--- src/rtl/assert_macros.svh ---
// Assertion macros shared by the tokenizer RTL
`ifndef ASSERT_MACROS_SVH
`define ASSERT_MACROS_SVH

// Implication checked on every clock edge outside reset
`define ASSERT_IMPL(label, clk, rst_n, ante, cons, msg) \
    label: assert property (@(posedge clk) disable iff (!rst_n) (ante) |-> (cons)) \
        else $error(msg);

// Next-cycle implication checked outside reset
`define ASSERT_NEXT(label, clk, rst_n, ante, cons, msg) \
    label: assert property (@(posedge clk) disable iff (!rst_n) (ante) |=> (cons)) \
        else $error(msg);

`endif

--- src/rtl/stok_pkg.sv ---
// Package for the source tokenizer: kinds, codes, modes and result record
`default_nettype none
package stok_pkg;

    localparam int unsigned MaxKeywordChars = 9;
    localparam int unsigned OffsetBits      = 24;
    localparam int unsigned LineBits        = 20;
    localparam int unsigned ColumnBits      = 16;

    localparam logic [5:0] K_IDENT = 6'd20;
    localparam logic [5:0] K_INT   = 6'd21;
    localparam logic [5:0] K_STR   = 6'd22;
    localparam logic [5:0] K_LPAR  = 6'd23;
    localparam logic [5:0] K_RPAR  = 6'd24;
    localparam logic [5:0] K_LBR   = 6'd25;
    localparam logic [5:0] K_RBR   = 6'd26;
    localparam logic [5:0] K_SEMI  = 6'd27;
    localparam logic [5:0] K_COMMA = 6'd28;
    localparam logic [5:0] K_DOT   = 6'd29;
    localparam logic [5:0] K_PLUS  = 6'd30;
    localparam logic [5:0] K_MINUS = 6'd31;
    localparam logic [5:0] K_STAR  = 6'd32;
    localparam logic [5:0] K_PCT   = 6'd33;
    localparam logic [5:0] K_NOT   = 6'd34;
    localparam logic [5:0] K_NE    = 6'd35;
    localparam logic [5:0] K_ASGN  = 6'd36;
    localparam logic [5:0] K_EQ    = 6'd37;
    localparam logic [5:0] K_LT    = 6'd38;
    localparam logic [5:0] K_LE    = 6'd39;
    localparam logic [5:0] K_GT    = 6'd40;
    localparam logic [5:0] K_GE    = 6'd41;
    localparam logic [5:0] K_DIV   = 6'd42;
    localparam logic [5:0] K_AND   = 6'd43;
    localparam logic [5:0] K_OR    = 6'd44;
    localparam logic [5:0] K_END   = 6'd45;

    localparam logic [2:0] D_OPEN_COMMENT = 3'd0;
    localparam logic [2:0] D_OPEN_STRING  = 3'd1;
    localparam logic [2:0] D_LONE_AMP     = 3'd2;
    localparam logic [2:0] D_LONE_BAR     = 3'd3;
    localparam logic [2:0] D_UNKNOWN      = 3'd4;

    typedef enum logic [3:0] {
        M_IDLE, M_IDENT, M_NUMBER, M_STRING, M_LINE, M_BLOCK, M_BLOCK_STAR, M_PENDING
    } t_mode;

    // Keyword text, NUL padded to 9 characters, index = kind
    typedef logic [8:0][7:0] t_kw;
    localparam int unsigned NumKeywords = 20;

    function automatic t_kw kw_text(input logic [4:0] k);
        t_kw t;
        t = '0;
        case (k)
            5'd0:  t[4:0] = {"s","s","a","l","c"};
            5'd1:  t[4:0] = {"g","n","i","s","u"};
            5'd2:  t[8:0] = {"e","c","a","p","s","e","m","a","n"};
            5'd3:  t[5:0] = {"c","i","l","b","u","p"};
            5'd4:  t[6:0] = {"e","t","a","v","i","r","p"};
            5'd5:  t[5:0] = {"c","i","t","a","t","s"};
            5'd6:  t[3:0] = {"d","i","o","v"};
            5'd7:  t[2:0] = {"t","n","i"};
            5'd8:  t[3:0] = {"l","o","o","b"};
            5'd9:  t[5:0] = {"g","n","i","r","t","s"};
            5'd10: t[5:0] = {"n","r","u","t","e","r"};
            5'd11: t[1:0] = {"f","i"};
            5'd12: t[3:0] = {"e","s","l","e"};
            5'd13: t[2:0] = {"r","o","f"};
            5'd14: t[4:0] = {"e","l","i","h","w"};
            5'd15: t[4:0] = {"k","a","e","r","b"};
            5'd16: t[7:0] = {"e","u","n","i","t","n","o","c"};
            5'd17: t[2:0] = {"w","e","n"};
            5'd18: t[3:0] = {"e","u","r","t"};
            5'd19: t[4:0] = {"e","s","l","a","f"};
            default: t = '0;
        endcase
        return t;
    endfunction

    function automatic logic is_alpha(input logic [7:0] c);
        return (c >= "a" && c <= "z") || (c >= "A" && c <= "Z") || c == "_";
    endfunction

    function automatic logic is_digit(input logic [7:0] c);
        return c >= "0" && c <= "9";
    endfunction

    // Classified byte from the front end
    typedef struct packed {
        logic       eos;
        logic [7:0] ch;
        logic       alpha;
        logic       digit;
    } t_cls;

    // One result item, positions at full 32-bit width, cut at the top level
    typedef struct packed {
        logic [5:0]  kind;
        logic        isd;
        logic [2:0]  code;
        logic [7:0]  bad;
        logic [31:0] ln;
        logic [31:0] col;
        logic [31:0] off;
        logic [31:0] len;
        logic        last;
    } t_res;

endpackage
`default_nettype wire

--- src/rtl/stok_front.sv ---
// Front end: accepts bytes and classifies them into a short queue
`default_nettype none
`include "assert_macros.svh"
module stok_front (
    input  wire                 i_clk,
    input  wire                 i_rst_n,
    input  wire                 i_push,
    output logic                o_full,
    input  wire  [7:0]          i_ch,
    input  wire                 i_end_of_source,
    output logic                o_valid,
    output stok_pkg::t_cls      o_cls,
    input  wire                 i_take
);
    import stok_pkg::*;

    // two-entry queue
    t_cls       r_q [2];
    logic       r_wp, r_rp;
    logic [1:0] r_cnt;
    logic       push_ok, take_ok;
    t_cls       cls;

    assign o_full  = r_cnt == 2'd2;
    assign o_valid = r_cnt != 2'd0;
    assign o_cls   = r_q[r_rp];
    assign push_ok = i_push && !o_full;
    assign take_ok = i_take && o_valid;

    always_comb begin
        cls.eos   = i_end_of_source;
        cls.ch    = i_ch;
        cls.alpha = is_alpha(i_ch);
        cls.digit = is_digit(i_ch);
    end

    always_ff @(posedge i_clk) begin
        if (push_ok) begin
            r_q[r_wp] <= cls;
        end
        if (!i_rst_n) begin
            r_wp  <= 1'b0;
            r_rp  <= 1'b0;
            r_cnt <= 2'd0;
        end else begin
            if (push_ok) r_wp <= ~r_wp;
            if (take_ok) r_rp <= ~r_rp;
            r_cnt <= r_cnt + {1'b0, push_ok} - {1'b0, take_ok};
        end
    end

    `ASSERT_IMPL(a_no_overflow, i_clk, i_rst_n, r_cnt == 2'd2, !push_ok, "queue overflow")
    `ASSERT_NEXT(a_count_hold, i_clk, i_rst_n, !push_ok && !take_ok, $stable(r_cnt),
        "queue count moved")
endmodule
`default_nettype wire

--- src/rtl/stok_back.sv ---
// Back end: scanner state machine and result queue
`default_nettype none
`include "assert_macros.svh"
module stok_back #(
    parameter int unsigned MAX_KEYWORD_CHARS = stok_pkg::MaxKeywordChars,
    parameter int unsigned OFFSET_BITS       = stok_pkg::OffsetBits,
    parameter int unsigned LINE_BITS         = stok_pkg::LineBits,
    parameter int unsigned COLUMN_BITS       = stok_pkg::ColumnBits
) (
    input  wire                 i_clk,
    input  wire                 i_rst_n,
    input  wire                 i_valid,
    input  stok_pkg::t_cls      i_cls,
    output logic                o_take,
    output logic                o_empty,
    output stok_pkg::t_res      o_res,
    input  wire                 i_pop
);
    import stok_pkg::*;

    localparam int unsigned KlW  = $clog2(MAX_KEYWORD_CHARS + 1);
    localparam int unsigned KiW  = $clog2(MAX_KEYWORD_CHARS);
    localparam int unsigned QD   = 4;

    t_mode                   r_mode, n_mode;
    logic [LINE_BITS-1:0]    r_line, n_line, r_sline, n_sline;
    logic [COLUMN_BITS-1:0]  r_col, n_col, r_scol, n_scol;
    logic [OFFSET_BITS-1:0]  r_off, n_off, r_soff, n_soff;
    logic [7:0]              r_pend, n_pend;
    logic [7:0]              r_kb [MAX_KEYWORD_CHARS];
    logic [KlW-1:0]          r_klen, n_klen;
    logic                    r_long, n_long;
    logic                    kb_we;
    logic [KiW-1:0]          kb_idx;

    // result queue (holds up to 4; one step emits at most 2)
    t_res       r_rq [QD];
    logic [1:0] r_rwp, r_rrp;
    logic [2:0] r_rcnt;
    t_res       e0, e1, e2;
    logic [1:0] ne;
    logic       go, pop_ok;

    assign pop_ok  = i_pop && !o_empty;
    assign o_empty = r_rcnt == 3'd0;
    assign o_res   = r_rq[r_rrp];
    assign o_take  = r_rcnt <= 3'd2 || (r_rcnt == 3'd3 && pop_ok);
    assign go      = i_valid && o_take;

    // keyword match on the buffered prefix
    function automatic logic [5:0] lookup(input logic [KlW-1:0] klen, input logic lng,
                                          input logic [MAX_KEYWORD_CHARS*8-1:0] kb);
        logic [5:0] k;
        t_kw        t;
        logic       ok;
        k = K_IDENT;
        for (int i = NumKeywords - 1; i >= 0; i--) begin
            t  = kw_text(5'(i));
            ok = 1'b1;
            for (int j = 0; j < MAX_KEYWORD_CHARS; j++) begin
                if (KlW'(j) < klen) begin
                    if (j >= 9 || t[j] != kb[j*8 +: 8]) ok = 1'b0;
                end else if (j < 9 && KlW'(j) == klen) begin
                    if (t[j] != 8'd0) ok = 1'b0;
                end
            end
            if (klen == KlW'(MAX_KEYWORD_CHARS) && MAX_KEYWORD_CHARS < 9) begin
                if (t[MAX_KEYWORD_CHARS % 9] != 8'd0) ok = 1'b0;
            end
            if (ok && !lng) k = 6'(i);
        end
        return k;
    endfunction

    logic [MAX_KEYWORD_CHARS*8-1:0] kb_flat;
    always_comb begin
        for (int j = 0; j < MAX_KEYWORD_CHARS; j++) kb_flat[j*8 +: 8] = r_kb[j];
    end

    always_comb begin
        t_res       r;
        logic [7:0] c;
        logic       rescan, idle_adv;
        logic [5:0] kd;
        logic [OFFSET_BITS-1:0] span;
        c = i_cls.ch;
        n_mode = r_mode; n_line = r_line; n_col = r_col; n_off = r_off;
        n_sline = r_sline; n_scol = r_scol; n_soff = r_soff;
        n_pend = r_pend; n_klen = r_klen; n_long = r_long;
        kb_we = 1'b0; kb_idx = '0;
        e0 = '0; e1 = '0; e2 = '0; ne = 2'd0;
        rescan = 1'b0; idle_adv = 1'b1;
        span = r_off - r_soff;
        kd = lookup(r_klen, r_long, kb_flat);
        r = '0;
        r.ln = 32'(r_sline); r.col = 32'(r_scol); r.off = 32'(r_soff);

        if (i_cls.eos) begin
            case (r_mode)
                M_IDENT:  begin r.kind = kd; r.len = 32'(span); end
                M_NUMBER: begin r.kind = K_INT; r.len = 32'(span); end
                M_STRING: begin r.isd = 1'b1; r.code = D_OPEN_STRING; end
                M_BLOCK, M_BLOCK_STAR: begin r.isd = 1'b1; r.code = D_OPEN_COMMENT; end
                M_PENDING: begin
                    case (r_pend)
                        "!": begin r.kind = K_NOT;  r.len = 32'd1; end
                        "=": begin r.kind = K_ASGN; r.len = 32'd1; end
                        "<": begin r.kind = K_LT;   r.len = 32'd1; end
                        ">": begin r.kind = K_GT;   r.len = 32'd1; end
                        "/": begin r.kind = K_DIV;  r.len = 32'd1; end
                        "&": begin r.isd = 1'b1; r.code = D_LONE_AMP; end
                        default: begin r.isd = 1'b1; r.code = D_LONE_BAR; end
                    endcase
                end
                default: ;
            endcase
            if (r_mode inside {M_IDENT, M_NUMBER, M_STRING, M_BLOCK, M_BLOCK_STAR,
                               M_PENDING}) begin
                e0 = r; ne = 2'd1;
            end
            r = '0;
            r.kind = K_END; r.ln = 32'(r_line); r.col = 32'(r_col); r.off = 32'(r_off);
            if (ne == 2'd0) e0 = r; else e1 = r;
            ne = ne + 2'd1;
            n_mode = M_IDLE; n_line = LINE_BITS'(1); n_col = COLUMN_BITS'(1);
            n_off = '0; n_soff = '0; n_sline = LINE_BITS'(1); n_scol = COLUMN_BITS'(1);
            n_pend = '0; n_klen = '0; n_long = 1'b0;
            idle_adv = 1'b0;
        end else begin
            case (r_mode)
                M_IDENT: begin
                    if (i_cls.alpha || i_cls.digit) begin
                        if (r_klen < KlW'(MAX_KEYWORD_CHARS)) begin
                            kb_we = 1'b1; kb_idx = KiW'(r_klen); n_klen = r_klen + 1'b1;
                        end else n_long = 1'b1;
                    end else begin
                        r.kind = kd; r.len = 32'(span); e0 = r; ne = 2'd1; rescan = 1'b1;
                    end
                end
                M_NUMBER: begin
                    if (!i_cls.digit) begin
                        r.kind = K_INT; r.len = 32'(span); e0 = r; ne = 2'd1; rescan = 1'b1;
                    end
                end
                M_STRING: begin
                    if (c == "\"") begin
                        r.kind = K_STR;
                        r.len = 32'(((r_off == {OFFSET_BITS{1'b1}}) ? r_off : r_off + 1'b1)
                                    - r_soff);
                        e0 = r; ne = 2'd1; n_mode = M_IDLE;
                    end else if (c == "\n") begin
                        r.isd = 1'b1; r.code = D_OPEN_STRING; e0 = r; ne = 2'd1;
                        rescan = 1'b1;
                    end
                end
                M_LINE: if (c == "\n") rescan = 1'b1;
                M_BLOCK, M_BLOCK_STAR: begin
                    if (r_mode == M_BLOCK_STAR && c == "/") n_mode = M_IDLE;
                    else n_mode = (c == "*") ? M_BLOCK_STAR : M_BLOCK;
                end
                M_PENDING: begin
                    if (r_pend == "/" && c == "/") n_mode = M_LINE;
                    else if (r_pend == "/" && c == "*") n_mode = M_BLOCK;
                    else begin
                        r.len = 32'd2;
                        if (c == "=" && r_pend == "!") r.kind = K_NE;
                        else if (c == "=" && r_pend == "=") r.kind = K_EQ;
                        else if (c == "=" && r_pend == "<") r.kind = K_LE;
                        else if (c == "=" && r_pend == ">") r.kind = K_GE;
                        else if (c == "&" && r_pend == "&") r.kind = K_AND;
                        else if (c == "|" && r_pend == "|") r.kind = K_OR;
                        if (r.kind != 6'd0) begin
                            e0 = r; ne = 2'd1; n_mode = M_IDLE;
                        end else begin
                            r.len = 32'd1;
                            case (r_pend)
                                "!": r.kind = K_NOT;
                                "=": r.kind = K_ASGN;
                                "<": r.kind = K_LT;
                                ">": r.kind = K_GT;
                                "/": r.kind = K_DIV;
                                "&": begin r.isd = 1'b1; r.code = D_LONE_AMP; r.len = '0; end
                                default: begin
                                    r.isd = 1'b1; r.code = D_LONE_BAR; r.len = '0;
                                end
                            endcase
                            e0 = r; ne = 2'd1; rescan = 1'b1;
                        end
                    end
                end
                default: rescan = 1'b1;
            endcase

            if (rescan) begin
                n_mode = M_IDLE;
                n_soff = r_off; n_sline = r_line; n_scol = r_col;
                r = '0;
                r.ln = 32'(r_line); r.col = 32'(r_col); r.off = 32'(r_off); r.len = 32'd1;
                case (c)
                    " ", "\t", "\r", "\n": ;
                    "\"": n_mode = M_STRING;
                    "(": r.kind = K_LPAR;
                    ")": r.kind = K_RPAR;
                    "{": r.kind = K_LBR;
                    "}": r.kind = K_RBR;
                    ";": r.kind = K_SEMI;
                    ",": r.kind = K_COMMA;
                    ".": r.kind = K_DOT;
                    "+": r.kind = K_PLUS;
                    "-": r.kind = K_MINUS;
                    "*": r.kind = K_STAR;
                    "%": r.kind = K_PCT;
                    "!", "=", "<", ">", "/", "&", "|": begin
                        n_pend = c; n_mode = M_PENDING;
                    end
                    default: begin
                        if (i_cls.alpha) begin
                            n_mode = M_IDENT; n_long = 1'b0; n_klen = KlW'(1);
                            kb_we = 1'b1; kb_idx = '0;
                        end else if (i_cls.digit) n_mode = M_NUMBER;
                        else begin
                            r.isd = 1'b1; r.code = D_UNKNOWN; r.bad = c; r.len = '0;
                        end
                    end
                endcase
                if (r.kind != 6'd0 || r.isd) begin
                    if (ne == 2'd0) e0 = r; else e1 = r;
                    ne = ne + 2'd1;
                end
            end
        end

        if (idle_adv) begin
            if (c == "\n") begin
                n_line = (r_line == {LINE_BITS{1'b1}}) ? r_line : r_line + 1'b1;
                n_col  = COLUMN_BITS'(1);
            end else begin
                n_col = (r_col == {COLUMN_BITS{1'b1}}) ? r_col : r_col + 1'b1;
            end
            n_off = (r_off == {OFFSET_BITS{1'b1}}) ? r_off : r_off + 1'b1;
        end
        case (ne)
            2'd1: e0.last = 1'b1;
            2'd2: e1.last = 1'b1;
            2'd3: e2.last = 1'b1;
            default: ;
        endcase
    end

    always_ff @(posedge i_clk) begin
        if (go && kb_we) r_kb[kb_idx] <= i_cls.ch;
        if (go) begin
            if (ne >= 2'd1) r_rq[r_rwp] <= e0;
            if (ne >= 2'd2) r_rq[r_rwp + 2'd1] <= e1;
            if (ne >= 2'd3) r_rq[r_rwp + 2'd2] <= e2;
        end
        if (!i_rst_n) begin
            r_mode <= M_IDLE; r_line <= LINE_BITS'(1); r_col <= COLUMN_BITS'(1);
            r_off <= '0; r_soff <= '0; r_sline <= LINE_BITS'(1);
            r_scol <= COLUMN_BITS'(1); r_pend <= '0; r_klen <= '0; r_long <= 1'b0;
            r_rwp <= '0; r_rrp <= '0; r_rcnt <= '0;
        end else begin
            if (go) begin
                r_mode <= n_mode; r_line <= n_line; r_col <= n_col; r_off <= n_off;
                r_soff <= n_soff; r_sline <= n_sline; r_scol <= n_scol;
                r_pend <= n_pend; r_klen <= n_klen; r_long <= n_long;
                r_rwp <= r_rwp + ne;
            end
            if (pop_ok) r_rrp <= r_rrp + 2'd1;
            r_rcnt <= r_rcnt + (go ? {1'b0, ne} : 3'd0) - {2'b0, pop_ok};
        end
    end

    `ASSERT_IMPL(a_room, i_clk, i_rst_n, go, r_rcnt - {2'b0, pop_ok} <= 3'd2,
        "result queue short of room")
    `ASSERT_NEXT(a_idle_after_end, i_clk, i_rst_n, go && i_cls.eos,
        r_mode == M_IDLE && r_off == '0, "state not cleared after end")
    `ASSERT_IMPL(a_emits, i_clk, i_rst_n, go && i_cls.eos, ne != 2'd0,
        "end gave no token")
endmodule
`default_nettype wire

--- src/rtl/source_tokenizer_unit.sv ---
// Top level of the source tokenizer
`default_nettype none
// Source tokenizer.
// Input queue: drive i_ch and i_end_of_source, raise push while full is
// low; one byte (or the end marker) is taken per edge.
// Result queue: while empty is low the oldest token or diagnostic stands on
// the o_ ports; raise pop to take it. o_last_of_run marks the final result
// produced by one input.
// A byte passes a two-entry classify queue and is then scanned, which writes
// its results to the result queue, from where they can be popped. One byte per
// cycle is sustained while results drain at least as fast as they are made;
// the scanner waits when the four-entry result queue cannot take a worst case
// of two more, and the input queue then fills and raises full.
// The end marker flushes any pending token, gives the end token and returns
// all counters to line 1, column 1, offset 0 for the next source.
// Reset (synchronous, active low) empties both queues and the scanner state.
// A stalled receiver holds the head result steady until it is popped.
module source_tokenizer_unit #(
    parameter int unsigned MAX_KEYWORD_CHARS = stok_pkg::MaxKeywordChars,
    parameter int unsigned OFFSET_BITS       = stok_pkg::OffsetBits,
    parameter int unsigned LINE_BITS         = stok_pkg::LineBits,
    parameter int unsigned COLUMN_BITS       = stok_pkg::ColumnBits
) (
    input  wire                    i_clk,
    input  wire                    i_rst_n,
    input  wire                    push,
    output logic                   full,
    input  wire  [7:0]             i_ch,
    input  wire                    i_end_of_source,
    output logic                   empty,
    input  wire                    pop,
    output logic [5:0]             o_token_kind,
    output logic                   o_is_diagnostic,
    output logic [2:0]             o_diag_code,
    output logic [7:0]             o_bad_char,
    output logic [LINE_BITS-1:0]   o_line,
    output logic [COLUMN_BITS-1:0] o_column,
    output logic [OFFSET_BITS-1:0] o_offset,
    output logic [OFFSET_BITS-1:0] o_length,
    output logic                   o_last_of_run
);
    import stok_pkg::*;

    logic valid, take;
    t_cls cls;
    t_res res;

    stok_front u_front (
        .i_clk, .i_rst_n, .i_push(push), .o_full(full), .i_ch, .i_end_of_source,
        .o_valid(valid), .o_cls(cls), .i_take(take)
    );

    stok_back #(
        .MAX_KEYWORD_CHARS(MAX_KEYWORD_CHARS), .OFFSET_BITS(OFFSET_BITS),
        .LINE_BITS(LINE_BITS), .COLUMN_BITS(COLUMN_BITS)
    ) u_back (
        .i_clk, .i_rst_n, .i_valid(valid), .i_cls(cls), .o_take(take),
        .o_empty(empty), .o_res(res), .i_pop(pop)
    );

    assign o_token_kind    = res.kind;
    assign o_is_diagnostic = res.isd;
    assign o_diag_code     = res.code;
    assign o_bad_char      = res.bad;
    assign o_line          = res.ln[LINE_BITS-1:0];
    assign o_column        = res.col[COLUMN_BITS-1:0];
    assign o_offset        = res.off[OFFSET_BITS-1:0];
    assign o_length        = res.len[OFFSET_BITS-1:0];
    assign o_last_of_run   = res.last;
endmodule
`default_nettype wire
--- config.mk ---
export PLATFORM = sky130hd
export DESIGN_NAME = source_tokenizer_unit
export DESIGN_NICKNAME = d
export VERILOG_FILES = /design/src/rtl/stok_pkg.sv /design/src/rtl/stok_front.sv /design/src/rtl/stok_back.sv /design/src/rtl/source_tokenizer_unit.sv
export VERILOG_INCLUDE_DIRS = /design/src /design/src/rtl
export SDC_FILE = /design/constraint.sdc
export NUM_CORES = 1
export LEC_CHECK = 0
export BUFFER_PORTS_ARGS = -buffer_cell sky130_fd_sc_hd__buf_2
export CELL_PAD_IN_SITES_DETAIL_PLACEMENT = 2
export CELL_PAD_IN_SITES_GLOBAL_PLACEMENT = 2
export CORE_ASPECT_RATIO = 2
export CORE_MARGIN = 4
export CORE_UTILIZATION = 40
export DETAILED_ROUTE_END_ITERATION = 16
export PLACE_DENSITY = 0.83
export SYNTH_ARGS = -nofsm -noshare
export SYNTH_HDL_FRONTEND = slang
export SYNTH_SLANG_ARGS = --single-unit
--- constraint.sdc ---
create_clock -name i_clk -period 16.1 [get_ports i_clk]
set_input_delay 3.22 -clock i_clk [delete_from_list [all_inputs] [get_ports i_clk]]
set_output_delay 3.22 -clock i_clk [all_outputs]
set_load 0.1 [all_outputs]
==> impl_metrics.tcl <==
set metrics [dict create \
    first_global_vias 30600 \
    synth.avg_cell_area_sq_um 10.9 \
    cts.reportedPaths.clkPinSlew_ns 0.07 \
    area_of_the_core_sq_um 83900 \
    grt.total_usage 0.286 \
    timing.final.max_slew_violations 0 \
    synth-async-reset-ratio 0 \
    grt.overflow.total 0 \
    leading_register_cell_type_out_of_synthesis "sky130_fd_sc_hd__edfxtp_1" \
    cellLeakagePower_nw 12.5 \
    die_x_microns 214 \
    fin_nets 3180 \
    period_share 0.458 \
    ys_ff_latch 656 \
    pin_count 118 \
    synth.distinct_cells 102 \
    timing.hold.worst_path_depth 2 \
    total_cell_area_at_the_placement_stage_sq_um 35100 \
    hpwl_microns 91700 \
    cts.path.max_buffers 3 \
    r2r_cells 18 \
    synth_warnings 0 \
    synth_enable_flop_cells 406 \
    cp_cell_sequence "buf_4 > mux2i_1 > inv_2 > a221oi_1 > a21oi_1 > a31oi_1 > nor2b_1 > nand2_1 > ha_1 > nor2_1 > nand3_1 > a2bb2oi_1 > nand3_1 > nor3_1 > or3_4 > and2_1 > clkinv_2 > buf_4" \
    cts_inserted_buffers 59 \
    ws_path_type "reg2reg" \
    num_vias 27300 \
    critPathMaxFanout 59 \
    total_of_max_cap_violations 0 \
    fill_cells 8459 \
    cts_resized 0 \
    pwr_density_cell_nw_per_um2 160 \
    grt_setup_unrepaired "false" \
    tightestPinTransition_ns 1.16 \
    via_per_inst 6.47 \
    critical_path_buf_inv_count 4 \
    layout_min_cycle_time_ns 7.37 \
    global_route_wire_length_before_repair_microns 197000 \
    rows 150 \
    post-cts-setup-buffer-count 0 \
    grt_start_max_net_pins 62 \
    design_area_sq_um 37100 \
    end_kind "flip-flop" \
    place.detailed.instances 4105 \
    report.final.setup_viol 0 \
    final_hold_viol_count 0 \
    irDropWorstVdd_mv 0.169 \
    gpl.final_weighted_congestion 0.951 \
    finClkSkew_ns 0.0344 \
    final.hold.worst_slack_ns 0.459 \
    htree_levels 2 \
    max_stage_delay_on_crit_path_ns 0.66 \
    mappedNetlistNets 3191 \
    antenna_cells_inserted 0 \
    worst_slew_margin_rel 0.218 \
    drt_drc_violations_left 0 \
    worst-endpoint-required_ns 16.33 \
    first_pass_iters 5 \
    floorplan_die_area_sq_um 89900 \
    initial_utilization 0.405 \
    multi_input_comb_area_sq_um 15300 \
    crit_path_top_delay_cell "sky130_fd_sc_hd__or3_4" \
    post_drt_wl_per_cell_microns 31.4 \
    antenna_violations_before_repair 1 \
    syn-cell-area_sq_um 34000 \
    die_height_microns 420 \
    timing.setup.tns_ns 0 \
    seqCellArea_sq_um 17200 \
    delay_heaviest_family_cp "simple AND/OR/NAND/NOR gates" \
    syn-instance-count 3114 \
    portBuffers 117 \
    worst_skew_pair.late_latency_ns 0.65 \
    post_route_cells_drive_above_1_share 0.133 \
    clock_tree_from_tritoncts "built" \
    ant_nets 0 \
    cp_data_arrival_time_ns 7.60 \
    cp-start-kind "flip-flop" \
    cts-root-buf "sky130_fd_sc_hd__clkbuf_16" \
    dr.first_iter.drc_count 1774 \
    synth.yosys.seq_area_share 0.507 \
    wl_microns 132000 \
    achievable-frequency_mhz 136 \
    synthToLayoutAreaGrowth_pct 9.21 \
    cts.sink_count 656 \
    run_status "complete, no violations" \
    worst-path-stages 18 \
    hold_buf_cts 0 \
    post_layout_nonfiller_instances 4218 \
    worst_hold_path_type "reg2reg" \
]
## final cells by class
type,count,share of cell area
inverters,85,0.00881
well taps,1064,0.0359
clock buffers,74,0.0430
repair buffers,160,0.0244
clock inverters,38,0.0109
multi-input cells,2141,0.413
flip-flops and latches,656,0.464
## worst register-to-register path, delay by kind of cell (launching register included)
family / cells / cell delay [ns]
compound gates: 4 / 1.57
fa+ha+maj: 1 / 0.29
buf+inv: 4 / 1.76
flops: 1 / 0.31
simple gates: 8 / 2.42
mux: 1 / 0.53
## cells in the mapped netlist, drive strengths merged (14+ instances only)
master | instances | area (sq um)
nand3b | 20 | 150
or3 | 36 | 230
clkbuf | 114 | 457
inv | 85 | 319
nand4 | 42 | 269
o21ai | 211 | 1060
mux4 | 103 | 2320
ha | 61 | 763
nand3 | 109 | 563
nand2b | 30 | 188
a21o | 27 | 203
xnor2 | 56 | 490
nor4 | 16 | 100
a22oi | 77 | 588
nor3 | 64 | 325
and2 | 16 | 100
a21oi | 135 | 679
nand2 | 229 | 862
nor3b | 18 | 135
and3 | 36 | 225
a31oi | 27 | 169
nor2b | 21 | 131
o22ai | 46 | 314
dfxtp | 250 | 5000
buf | 118 | 778
o21a | 14 | 105
edfxtp | 406 | 12200
nor2 | 277 | 1040
a22o | 242 | 2120
xor2 | 37 | 324
## registers in the layout, summed over array words and instances (netlist names), 3 cells and up, named ones only
register	cells
u_back.r_rq	412
u_back.r_scol	16
u_back.r_mode	3
u_back.r_sline	20
u_back.r_rcnt	3
u_back.r_col	16
u_back.r_off	24
u_back.r_kb	72
u_back.r_soff	24
u_back.r_pend	8
u_back.r_klen	4
u_front.r_q	22
u_back.r_line	20
## where the power goes
group	switching, W	leakage (nW)	internal [W]
registers	0.000110	5.61	0.00199
logic	0.00186	5.90	0.000461
clock network	0.000680	0.973	0.000819
total	0.00265	12.5	0.00327
## cells by family (layout without fill, tap and decap cells)
kind of cell             count (synthesis)  count (layout)  synth area share
XOR/XNOR                                93              93            0.0240
buffers and inverters                  317             357            0.0458
adder cells (fa/ha/maj)                 66              66            0.0249
multiplexers                           117             117            0.0728
flip-flops                             656             656             0.507
AND/OR/NAND/NOR                        979             979             0.144
AO/OA/AOI/OAI                          886             886             0.182
## worst paths after layout
path,startpoint,end,slack (ns)
hold / removal,u_back.r_rq[2][137],u_back.r_rq[2][137],0.46
setup / recovery,flip-flop,u_back.r_rq[1][111],8.73
setup reg to reg,flip-flop,u_back.r_rq[1][111],8.73
hold reg to reg,u_back.r_rq[2][137],u_back.r_rq[2][137],0.46
## per-stage QoR
stage                     utilization  power [W]  setup slack, ns
final                           0.442    0.00592             8.73
after global routing            0.442    0.00611             8.40
after floorplan                     -    0.00380             9.64
after CTS                       0.442    0.00594             8.55
after global placement          0.418    0.00437             8.95
after detailed placement        0.418    0.00444             8.70
## placed cells by master, fill, tap and decap left out, drive strengths merged, types with 37 or more instances in the layout
master  Yosys  final
a21oi     135    135
o21ai     211    211
mux4      103    103
nor3       64     64
clkbuf    114     75
xnor2      56     56
nor2      277    277
edfxtp    406    406
buf       118    159
ha         61     61
xor2       37     37
o22ai      46     46
nand4      42     42
a22o      242    242
inv        85     86
a22oi      77     77
nand2     229    229
nand3     109    109
dfxtp     250    250
## routing by layer
metal	GRT usage	vias up	share of wire
li1	-	11900	-
met1	0.291	14100	0.34
met2	0.559	913	0.55
met3	0.0330	384	0.043
met4	0.164	2	0.066
met5	0	-	0.00011
Power figures use the tool's default switching activity.
